===== src/design/grbz_pkg.sv =====
`timescale 1ns / 1ps
// grbz_pkg: constants, command codes, descriptor and memory request types
// shared by the glyph row blitter files other than grbz_ram. No dependencies.
package grbz_pkg;

	localparam int FRAME_WIDTH  = 1024;
	localparam int FRAME_HEIGHT = 512;
	localparam int TEXT_WIDTH   = 1024;
	localparam int TEXT_HEIGHT  = 16;
	localparam int GLYPH_WIDTH  = 8;
	localparam int GLYPH_HEIGHT = 8;

	localparam int CMD_W    = 2;
	localparam int BITS_W   = 8;
	localparam int ROW_W    = 3;
	localparam int ORG_W    = 12;
	localparam int RCOL_W   = 10;
	localparam int RROW_W   = 9;
	localparam int DATA_W   = 8;
	localparam int CLIP_W   = 8;
	localparam int ZOOM_W   = 3;
	localparam int ZCNT_W   = 2;
	localparam int KIND_W   = 2;

	localparam logic [CMD_W-1:0] CMD_DRAW  = 2'd0;
	localparam logic [CMD_W-1:0] CMD_READ  = 2'd1;
	localparam logic [CMD_W-1:0] CMD_CLEAR = 2'd2;

	localparam logic TGT_FRAME   = 1'b0;
	localparam logic TGT_TEXT    = 1'b1;
	localparam logic MODE_BYTE   = 1'b0;
	localparam logic MODE_NIBBLE = 1'b1;

	localparam int CFG_IDX_W  = 3;
	localparam int CFG_DATA_W = 8;
	localparam logic [CFG_IDX_W-1:0] CFG_PIXEL_MODE = 3'd0;
	localparam logic [CFG_IDX_W-1:0] CFG_FG_COLOR   = 3'd1;
	localparam logic [CFG_IDX_W-1:0] CFG_BG_COLOR   = 3'd2;
	localparam logic [CFG_IDX_W-1:0] CFG_ZOOM_X     = 3'd3;
	localparam logic [CFG_IDX_W-1:0] CFG_ZOOM_Y     = 3'd4;

	localparam logic [KIND_W-1:0] KIND_NOP   = 2'd0;
	localparam logic [KIND_W-1:0] KIND_DRAW  = 2'd1;
	localparam logic [KIND_W-1:0] KIND_READ  = 2'd2;
	localparam logic [KIND_W-1:0] KIND_CLEAR = 2'd3;

	localparam logic [ZOOM_W-1:0] ZOOM_MIN = 3'd1;
	localparam logic [ZOOM_W-1:0] ZOOM_MAX = 3'd4;

	localparam logic [DATA_W-1:0] NIB_HI = 8'hf0;
	localparam logic [DATA_W-1:0] NIB_LO = 8'h0f;

	localparam int FRAME_DEPTH = FRAME_WIDTH * FRAME_HEIGHT;
	localparam int TEXT_DEPTH  = TEXT_WIDTH * TEXT_HEIGHT;
	localparam int FRAME_AW    = (FRAME_DEPTH > 1) ? $clog2(FRAME_DEPTH) : 1;
	localparam int TEXT_AW     = (TEXT_DEPTH > 1) ? $clog2(TEXT_DEPTH) : 1;
	localparam int AW          = (FRAME_AW > TEXT_AW) ? FRAME_AW : TEXT_AW;

	localparam int MAX_WID = (FRAME_WIDTH > TEXT_WIDTH) ? FRAME_WIDTH : TEXT_WIDTH;
	localparam int MAX_HGT = (FRAME_HEIGHT > TEXT_HEIGHT) ? FRAME_HEIGHT : TEXT_HEIGHT;
	localparam int MAX_DIM = (MAX_WID > MAX_HGT) ? MAX_WID : MAX_HGT;
	localparam int DIM_W   = $clog2(MAX_DIM + 1);

	// signed pixel coordinate: origin plus at most 4*GLYPH_WIDTH
	localparam int CRD_W   = ORG_W + 1;
	localparam int ROW_AW  = CRD_W + DIM_W + 1;
	localparam int BIT_CW  = (GLYPH_WIDTH > 1) ? $clog2(GLYPH_WIDTH) : 1;
	localparam int ZXG_W   = $clog2(4 * GLYPH_WIDTH + 1);
	localparam int RPROD_W = RROW_W + DIM_W + 1;

	localparam int QDEPTH = 2;
	localparam int QPTR_W = (QDEPTH > 1) ? $clog2(QDEPTH) : 1;

	typedef struct packed {
		logic [KIND_W-1:0]      kind;
		logic                   target;
		logic                   mode;
		logic [DATA_W-1:0]      fg;
		logic [DATA_W-1:0]      bg;
		logic [GLYPH_WIDTH-1:0] bits;
		logic [ZOOM_W-1:0]      zx;
		logic [ZOOM_W-1:0]      zy;
		logic [CRD_W-1:0]       x0;
		logic [CRD_W-1:0]       y0;
		logic                   rd_ok;
		logic [AW-1:0]          rd_addr;
	} desc_t;

	typedef struct packed {
		logic              we_frame;
		logic              we_text;
		logic [AW-1:0]     waddr;
		logic [DATA_W-1:0] wdata;
		logic [AW-1:0]     raddr;
	} mem_req_t;

	function automatic logic [DIM_W-1:0] tgt_width(input logic t);
		return (t == TGT_TEXT) ? DIM_W'(TEXT_WIDTH) : DIM_W'(FRAME_WIDTH);
	endfunction

	function automatic logic [DIM_W-1:0] tgt_height(input logic t);
		return (t == TGT_TEXT) ? DIM_W'(TEXT_HEIGHT) : DIM_W'(FRAME_HEIGHT);
	endfunction

endpackage


===== src/design/grbz_back.sv =====
`timescale 1ns / 1ps
// grbz_back: executes descriptors (pixel sweep, byte read, store clear) and
// holds the result register. Depends on grbz_pkg; drives the store RAMs.
module grbz_back (
	input  logic                          clk,
	input  logic                          arst_n,
	input  logic                          q_nempty,
	input  grbz_pkg::desc_t               q_desc,
	output logic                          q_rd,
	output grbz_pkg::mem_req_t            mem_req,
	input  logic [grbz_pkg::DATA_W-1:0]   frame_rdata,
	input  logic [grbz_pkg::DATA_W-1:0]   text_rdata,
	output logic                          empty,
	input  logic                          pop,
	output logic [grbz_pkg::DATA_W-1:0]   read_data,
	output logic [grbz_pkg::CLIP_W-1:0]   clipped_count
);

	localparam logic [2:0] ST_IDLE = 3'd0;
	localparam logic [2:0] ST_LOAD = 3'd1;
	localparam logic [2:0] ST_PIX  = 3'd2;
	localparam logic [2:0] ST_RMW  = 3'd3;
	localparam logic [2:0] ST_RD   = 3'd4;
	localparam logic [2:0] ST_RDW  = 3'd5;
	localparam logic [2:0] ST_CLR  = 3'd6;
	localparam logic [2:0] ST_DONE = 3'd7;

	logic [2:0]                          state_q;
	grbz_pkg::desc_t                     cur_q;

	logic signed [grbz_pkg::CRD_W-1:0]   x_q;
	logic signed [grbz_pkg::CRD_W-1:0]   y_q;
	logic signed [grbz_pkg::ROW_AW-1:0]  rowaddr_q;
	logic signed [grbz_pkg::ROW_AW-1:0]  rowbase_q;
	logic [grbz_pkg::BIT_CW-1:0]         b_q;
	logic [grbz_pkg::ZCNT_W-1:0]         i_q;
	logic [grbz_pkg::ZCNT_W-1:0]         j_q;
	logic [grbz_pkg::CLIP_W-1:0]         clip_q;
	logic [grbz_pkg::DATA_W-1:0]         res_data_q;
	logic [grbz_pkg::AW-1:0]             clr_q;

	logic [grbz_pkg::AW-1:0]             waddr_q;
	logic [grbz_pkg::DATA_W-1:0]         pix_q;
	logic                                odd_q;

	logic                                out_valid_q;
	logic [grbz_pkg::DATA_W-1:0]         out_data_q;
	logic [grbz_pkg::CLIP_W-1:0]         out_clip_q;

	logic [grbz_pkg::DIM_W-1:0]          w_cur;
	logic [grbz_pkg::DIM_W-1:0]          h_cur;
	logic signed [grbz_pkg::CRD_W-1:0]   x_off;
	logic signed [grbz_pkg::ROW_AW-1:0]  addr_full;
	logic [grbz_pkg::AW-1:0]             addr;
	logic                                in_b;
	logic [grbz_pkg::DATA_W-1:0]         pix;
	logic [grbz_pkg::DATA_W-1:0]         rdata_sel;
	logic [grbz_pkg::DATA_W-1:0]         merged;
	logic                                last_j;
	logic                                last_i;
	logic                                last_b;
	logic                                adv;
	logic                                out_load;
	logic                                clr_last;
	logic signed [grbz_pkg::ROW_AW-1:0]  y0_prod;

	assign w_cur = grbz_pkg::tgt_width(cur_q.target);
	assign h_cur = grbz_pkg::tgt_height(cur_q.target);

	assign in_b = !x_q[grbz_pkg::CRD_W-1] && (x_q < $signed({1'b0, w_cur}))
	           && !y_q[grbz_pkg::CRD_W-1] && (y_q < $signed({1'b0, h_cur}));
	assign x_off     = (cur_q.mode == grbz_pkg::MODE_NIBBLE) ? (x_q >>> 1) : x_q;
	assign addr_full = rowaddr_q + grbz_pkg::ROW_AW'(x_off);
	assign addr      = addr_full[grbz_pkg::AW-1:0];
	assign pix       = cur_q.bits[b_q] ? cur_q.fg : cur_q.bg;

	assign rdata_sel = (cur_q.target == grbz_pkg::TGT_TEXT) ? text_rdata : frame_rdata;
	assign merged    = odd_q ? ((rdata_sel & grbz_pkg::NIB_LO) | (pix_q & grbz_pkg::NIB_HI))
	                         : ((rdata_sel & grbz_pkg::NIB_HI) | (pix_q & grbz_pkg::NIB_LO));

	assign last_j = (grbz_pkg::ZOOM_W'(j_q) == cur_q.zy - grbz_pkg::ZOOM_W'(1));
	assign last_i = (grbz_pkg::ZOOM_W'(i_q) == cur_q.zx - grbz_pkg::ZOOM_W'(1));
	assign last_b = (b_q == grbz_pkg::BIT_CW'(grbz_pkg::GLYPH_WIDTH - 1));

	// a pixel finishes in ST_PIX unless it needs a nibble merge
	assign adv = ((state_q == ST_PIX) && !(in_b && (cur_q.mode == grbz_pkg::MODE_NIBBLE)))
	          || (state_q == ST_RMW);

	assign clr_last = (cur_q.target == grbz_pkg::TGT_TEXT)
	                ? (clr_q == grbz_pkg::AW'(grbz_pkg::TEXT_DEPTH - 1))
	                : (clr_q == grbz_pkg::AW'(grbz_pkg::FRAME_DEPTH - 1));

	assign y0_prod = grbz_pkg::ROW_AW'($signed(cur_q.y0)) * $signed({1'b0, w_cur});

	assign q_rd     = (state_q == ST_IDLE) && q_nempty;
	assign out_load = (state_q == ST_DONE) && (!out_valid_q || pop);

	always_comb begin
		logic we;
		we = 1'b0;
		mem_req       = '0;
		mem_req.raddr = cur_q.rd_addr;
		case (state_q)
			ST_PIX: begin
				mem_req.raddr = addr;
				if (in_b && (cur_q.mode == grbz_pkg::MODE_BYTE)) begin
					we            = 1'b1;
					mem_req.waddr = addr;
					mem_req.wdata = pix;
				end
			end
			ST_RMW: begin
				we            = 1'b1;
				mem_req.waddr = waddr_q;
				mem_req.wdata = merged;
			end
			ST_CLR: begin
				we            = 1'b1;
				mem_req.waddr = clr_q;
				mem_req.wdata = '0;
			end
			default: ;
		endcase
		mem_req.we_frame = we && (cur_q.target == grbz_pkg::TGT_FRAME);
		mem_req.we_text  = we && (cur_q.target == grbz_pkg::TGT_TEXT);
	end

	always_ff @(posedge clk) begin
		if (q_rd) begin
			cur_q <= q_desc;
		end
		if (state_q == ST_PIX) begin
			waddr_q <= addr;
			pix_q   <= pix;
			odd_q   <= x_q[0];
		end
		if (out_load) begin
			out_data_q <= res_data_q;
			out_clip_q <= clip_q;
		end
	end

	always_ff @(posedge clk or negedge arst_n) begin
		if (!arst_n) begin
			state_q     <= ST_IDLE;
			out_valid_q <= 1'b0;
			x_q         <= '0;
			y_q         <= '0;
			rowaddr_q   <= '0;
			rowbase_q   <= '0;
			b_q         <= '0;
			i_q         <= '0;
			j_q         <= '0;
			clip_q      <= '0;
			res_data_q  <= '0;
			clr_q       <= '0;
		end else begin
			if (out_load) begin
				out_valid_q <= 1'b1;
			end else if (pop && out_valid_q) begin
				out_valid_q <= 1'b0;
			end

			if (adv) begin
				if (state_q == ST_PIX && !in_b) begin
					clip_q <= clip_q + 1'b1;
				end
				if (last_j) begin
					j_q       <= '0;
					y_q       <= $signed(cur_q.y0);
					rowaddr_q <= rowbase_q;
					x_q       <= x_q - 1'b1;
					if (last_i) begin
						i_q <= '0;
						b_q <= b_q + 1'b1;
					end else begin
						i_q <= i_q + 1'b1;
					end
				end else begin
					j_q       <= j_q + 1'b1;
					y_q       <= y_q + 1'b1;
					rowaddr_q <= rowaddr_q + grbz_pkg::ROW_AW'($signed({1'b0, w_cur}));
				end
			end

			case (state_q)
				ST_IDLE: begin
					if (q_nempty) begin
						clip_q     <= '0;
						res_data_q <= '0;
						clr_q      <= '0;
						case (q_desc.kind)
							grbz_pkg::KIND_DRAW:  state_q <= ST_LOAD;
							grbz_pkg::KIND_READ:  state_q <= ST_RD;
							grbz_pkg::KIND_CLEAR: state_q <= ST_CLR;
							default:              state_q <= ST_DONE;
						endcase
					end
				end
				ST_LOAD: begin
					x_q       <= $signed(cur_q.x0);
					y_q       <= $signed(cur_q.y0);
					rowaddr_q <= y0_prod;
					rowbase_q <= y0_prod;
					b_q       <= '0;
					i_q       <= '0;
					j_q       <= '0;
					state_q   <= ST_PIX;
				end
				ST_PIX: begin
					if (in_b && (cur_q.mode == grbz_pkg::MODE_NIBBLE)) begin
						state_q <= ST_RMW;
					end else if (last_j && last_i && last_b) begin
						state_q <= ST_DONE;
					end
				end
				ST_RMW: begin
					state_q <= (last_j && last_i && last_b) ? ST_DONE : ST_PIX;
				end
				ST_RD: begin
					state_q <= ST_RDW;
				end
				ST_RDW: begin
					res_data_q <= cur_q.rd_ok ? rdata_sel : '0;
					state_q    <= ST_DONE;
				end
				ST_CLR: begin
					clr_q <= clr_q + 1'b1;
					if (clr_last) begin
						state_q <= ST_DONE;
					end
				end
				ST_DONE: begin
					if (out_load) begin
						state_q <= ST_IDLE;
					end
				end
				default: state_q <= ST_IDLE;
			endcase
		end
	end

	assign empty         = !out_valid_q;
	assign read_data     = out_data_q;
	assign clipped_count = out_clip_q;

endmodule


===== config.mk =====
export PLATFORM = sky130hd
export DESIGN_NAME = grbz_back
export DESIGN_NICKNAME = d
export VERILOG_FILES = /design/src/design/grbz_pkg.sv /design/src/design/grbz_back.sv
export SDC_FILE = /design/constraint.sdc
export NUM_CORES = 1
export LEC_CHECK = 0
export ABC_CLOCK_PERIOD_IN_PS = 6900
export BUFFER_PORTS_ARGS = -buffer_cell sky130_fd_sc_hd__buf_2
export CAP_MARGIN = 20
export CORE_ASPECT_RATIO = 0.6
export CORE_MARGIN = 2
export CORE_UTILIZATION = 60
export DETAILED_ROUTE_END_ITERATION = 8
export PLACE_DENSITY = 0.95
export SYNTH_ARGS = -nofsm -noshare
export SYNTH_HDL_FRONTEND = slang
export SYNTH_SLANG_ARGS = --single-unit

===== constraint.sdc =====
create_clock -name clk -period 6.9 [get_ports clk]
set_input_delay 0.345 -clock clk [delete_from_list [all_inputs] [get_ports clk]]
set_output_delay 0.345 -clock clk [all_outputs]
set_load 0.02 [all_outputs]

Word level (Yosys, flattened, before mapping)
Index checks and enable logic that the tools add are counted.
- $add $sub $neg: 11
- multiply operators: 0
- divide/modulo/power cells: 0
- order comparisons: 3
- equality and inequality tests: 19
- shift operators: 0
- mux-type cells: 52
- bitwise operators: 4
- reductions and logical operators: 34
- operator list (kind ; number):
    one-hot mux 27 bit (3 select lines) ; 1
    two-way mux 13 bit ; 6
    two-way mux 25 bit ; 3
    two-way mux 8 bit ; 9
    two-way mux 19 bit ; 2
    one-hot mux 19 bit (2 select lines) ; 1
    two-way mux 3 bit ; 10
    two-way mux 27 bit ; 1
    adder 25 x 12 -> 25 bit (second input constant) ; 1
    one-hot mux 3 bit (8 select lines) ; 1
    adder 19 x 1 -> 19 bit (second input constant) ; 1
    adder 19 x 13 -> 19 bit ; 1
    equality test 19 x 14 -> 1 bit (second input constant) ; 1
    equality test 19 bit (second input constant) ; 1
    one-hot mux 8 bit (2 select lines) ; 1
    equality test 3 bit (second input constant) ; 5
    logical AND 1 bit ; 14
    two-way mux 2 bit ; 7
    adder 13 x 1 -> 13 bit (second input constant) ; 1
    < comparator 13 x 11 -> 1 bit ; 1
    < comparator 13 x 12 -> 1 bit (second input constant) ; 1
    subtractor 13 x 1 -> 13 bit (second input constant) ; 1
    two-way mux 12 bit ; 1
    nonzero test 2 bit ; 6
    27 further kinds ; 46
- register bits after elaboration: 232
- latch bits: 0
- bits in writable memories: 0
- ROM bits: 0
- input bits: 100
- output and inout bits: 66
- logic and storage cells: 151
- memories kept: 0

Depth between registers and ports, before layout
- word-level depth: 11
- gate-level depth with buffers: 11
- mapped depth without buffers: 9

Least setup slack after synthesis
OpenSTA, ideal clock, no wires.
- kind: register to output
- from: reg cur_q[76] (netlist name)
- to: out mem_req[16] (netlist name)
- arrival time: 3.018 ns
- required time: 6.555 ns
- setup slack: 3.537 ns
- cell stages (with the launch flop): 11
- path buffers: 2
- cell sequence: edfxtp_1 buf_2 clkbuf_1 mux2_2 ha_1 a21oi_1 o21bai_1 a221oi_1 o21ai_0 xnor2_1 o21ai_0
- RTL lines (item ; line ; source):
    start: declaration ; grbz_back.sv:29 ; grbz_pkg::desc_t cur_q;
    start signal: assignment ; grbz_back.sv:130 ; cur_q <= q_desc;
    end: declaration ; grbz_back.sv:10 ; output grbz_pkg::mem_req_t mem_req,

==> results_dict.tcl <==
set metrics [dict create \
    synth_cell_types 66 \
    status "complete, no violations" \
    viasPerCell 6.27 \
    synth_ff_type "edfxtp_1" \
    drive_above_1_share 0.210 \
    worstSetupPathType "reg2out" \
    utilization 0.724 \
    postSynthAreaPerCell_um2 10.7 \
    crit_fanout 20 \
    r2r-start "cur_q[77]$_DFFE_PP_" \
    fmax_ghz 0.237 \
    grt_pass1_wl_um 41900 \
    drv_cap 0 \
    htree_levels 1 \
    drv_slew 0 \
    cts_made_buffers 20 \
    nets 1225 \
    endpoint "mem_req[16]" \
    cts_setup_buffers 0 \
    cts_buffer_depth 3 \
    setup-tns-final_ns 0 \
    layout_worst_path_cycle_share 0.611 \
    seq_power_share 0.536 \
    syn_inst 953 \
    track_usage 0.294 \
    port_buffers 165 \
    hpwl_um 17800 \
    crit_buf_inv 1 \
    wl_um 26500 \
    hp-class "in2reg" \
    r2r_cells 7 \
    synth-edff-count 122 \
    ir_worst_vdd_mv 0.127 \
    place_congestion 0.862 \
    grt_pass1_vias 8072 \
    finClkSkew_ns 0.00791 \
    clkLatencyLatePin_ns 0.50 \
    worstMarginPinSlew_ns 1.02 \
    slew-limit-headroom 0.297 \
    end_kind "output pin" \
    p_int_mw 2.00 \
    setup_violations 0 \
    cts_tree "yes" \
    yosys_warnings 0 \
    cp_data_required_time_ns 6.55 \
    fin_hold_ws_ns 0.0154 \
    p_leak_nw 4.97 \
    drcViolationCount 0 \
    switching_share 0.201 \
    critPathLaunch "cur_q[76]$_DFFE_PP_" \
    grt_max_degree 71 \
    grt.overflow.total 0 \
    yosysSeqAreaShare 0.581 \
    ant_nets 0 \
    dr.pass1.iters 5 \
    cpPeakStageDelay_ns 0.92 \
    cp_data_arrival_time_ns 3.87 \
    cp_top_family "compound AO/OA/AOI/OAI gates" \
    clkSinkCount 212 \
    synth_area_um2 10200 \
    rows 36 \
    combPwrFrac 0.021 \
    async_reset_ff_frac 0.425 \
    syn_to_final_growth_pct 16.9 \
    period_needed_ns 4.21 \
    cp_common_cell "o21ai_0" \
    die_h_um 105 \
    ys_ff_latch 212 \
    antenna_found_initial 2 \
    p_per_area_nw_per_um2 210 \
    p_switching_mw 0.503 \
    first_iter_violations 1140 \
    critPathLaunchType "flip-flop" \
    die_x_um 172 \
    core_area_um2 16400 \
    rsz0062_at_grt "no" \
    final_cell_mix "165 x buf_2, 130 x nand2_1, 122 x edfxtp_1, 109 x o21ai_0, 90 x dfrtp_1" \
    cp_cell_sequence "mux2_2 > ha_1 > a21oi_1 > o21bai_1 > a221oi_1 > o21ai_0 > xnor2_1 > o21ai_0 > buf_2" \
    post_drt_wl_per_cell_um 19.7 \
    via_count 8442 \
    cp.depth 9 \
    clkPwrFrac 0.444 \
    synth_fp_nets 1075 \
    ioPinCount 166 \
    design.die.area_um2 18100 \
    start_util 0.620 \
    rrSetupSlack_ns 3.27 \
    r2r_end "x_q[0]$_DFFE_PN0P_" \
    cts_root_buf "clkbuf_16" \
    cts.clk_slew.worst_paths_ns 0.07 \
    layout_commonest_cell "buf_2" \
    cp_slowest_cell "edfxtp_1" \
    hold_viol_final 0 \
]
==> routing by layer <==
layer	global-route usage	up-vias	routed length [µm]
li1	-	3776	-
met5	0	-	0
met1	0.410	4053	10600
met3	0.0633	71	2840
met2	0.473	542	12300
met4	0.0774	0	659
==> metrics by stage <==
| stage | std cells | setup slack, ns | cell area [µm²] | total power [mW] |
|---|---|---|---|---|
| final | 1346 | 2.69 | 11900 | 2.51 |
| after global routing | 1346 | 2.50 | 11900 | 2.57 |
| after CTS | 1343 | 2.74 | 11900 | 2.51 |
| after detailed placement | 1306 | 3.27 | 11200 | 1.42 |
| after global placement | 1305 | 2.89 | 11200 | 1.42 |
| after floorplan | 953 | 3.54 | 10200 | 1.38 |
==> sequential cells by signal, summed over array words and instances, names as in the netlist, 9 cells and up <==
register	flops
cur_q	78
clr_q	19
y_q	13
rowaddr_q	9
x_q	13
waddr_q	19
rowbase_q	9
==> final cells by class <==
cell class / count / area, µm²
inverter: 41 / 155
fill: 1085 / 4530
tap: 228 / 285
sequential: 212 / 5920
clock inverter: 7 / 62.6
clock buffer: 29 / 596
multi-input combinational: 650 / 3930
timing repair buffer: 178 / 963
antenna: 1 / 2.50
==> worst min path at each step <==
stage / end / from / depth (start not counted) / slack (ns)
2_1_floorplan: b_q[0]$_DFFE_PN0P_ / arst_n / 0 / 0.05
3_3_place_gp: b_q[0]$_DFFE_PN0P_ / arst_n / 1 / 0.24
3_5_place_dp: b_q[0]$_DFFE_PN0P_ / arst_n / 1 / 0.24
4_1_cts: cur_q[61]$_DFFE_PP_ / q_desc[61] / 1 / 0.01
5_1_grt: cur_q[43]$_DFFE_PP_ / q_desc[43] / 1 / 0.009
6_report: cur_q[0]$_DFFE_PP_ / q_desc[0] / 1 / 0.02
==> power by group through the flow <==
stage | clock network [mW] | logic, mW | registers [mW]
after CTS | 1.11 | 0.0517 | 1.34
after detailed placement | 0 | 0.0502 | 1.37
after floorplan | 0 | 0.00685 | 1.37
after global placement | 0 | 0.0478 | 1.37
after global routing | 1.17 | 0.0577 | 1.34
final | 1.11 | 0.0514 | 1.34
==> cell families (layout without fill, tap and decap cells) <==
group,after synthesis,in the layout,synth area share
xor gates and xnor gates,36,36,0.0310
buffers and inverters,91,255,0.0356
muxes,39,39,0.0420
AOI/OAI and AO/OA,249,249,0.143
adders and majority gates,22,22,0.0270
other,1,2,0.000368
and+or+nand+nor,303,303,0.140
DFF,212,212,0.581
==> what timing repair did <==
action	in CTS	in global routing
gates resized for setup	0	0
hold endpoints to repair	20	0
hold buffers	1	0
==> Yosys cell counts (all sizes together), types with 9 or more instances <==
master,instances,share of area
nand4,22,0.014
edfxtp,122,0.36
nor3,19,0.0098
mux2i,27,0.027
buf,12,0.0065
o211ai,11,0.0081
dfrtp,90,0.22
ha,22,0.027
nor2,61,0.022
a22oi,24,0.018
xnor2,18,0.015
xor2,18,0.015
inv,40,0.015
mux2,10,0.011
nand3,31,0.015
nand2,130,0.048
and3,9,0.0055
a21oi,51,0.025
o21ai,113,0.056
clkbuf,38,0.014
o31ai,9,0.0066
(Power assumes the default switching activity.)
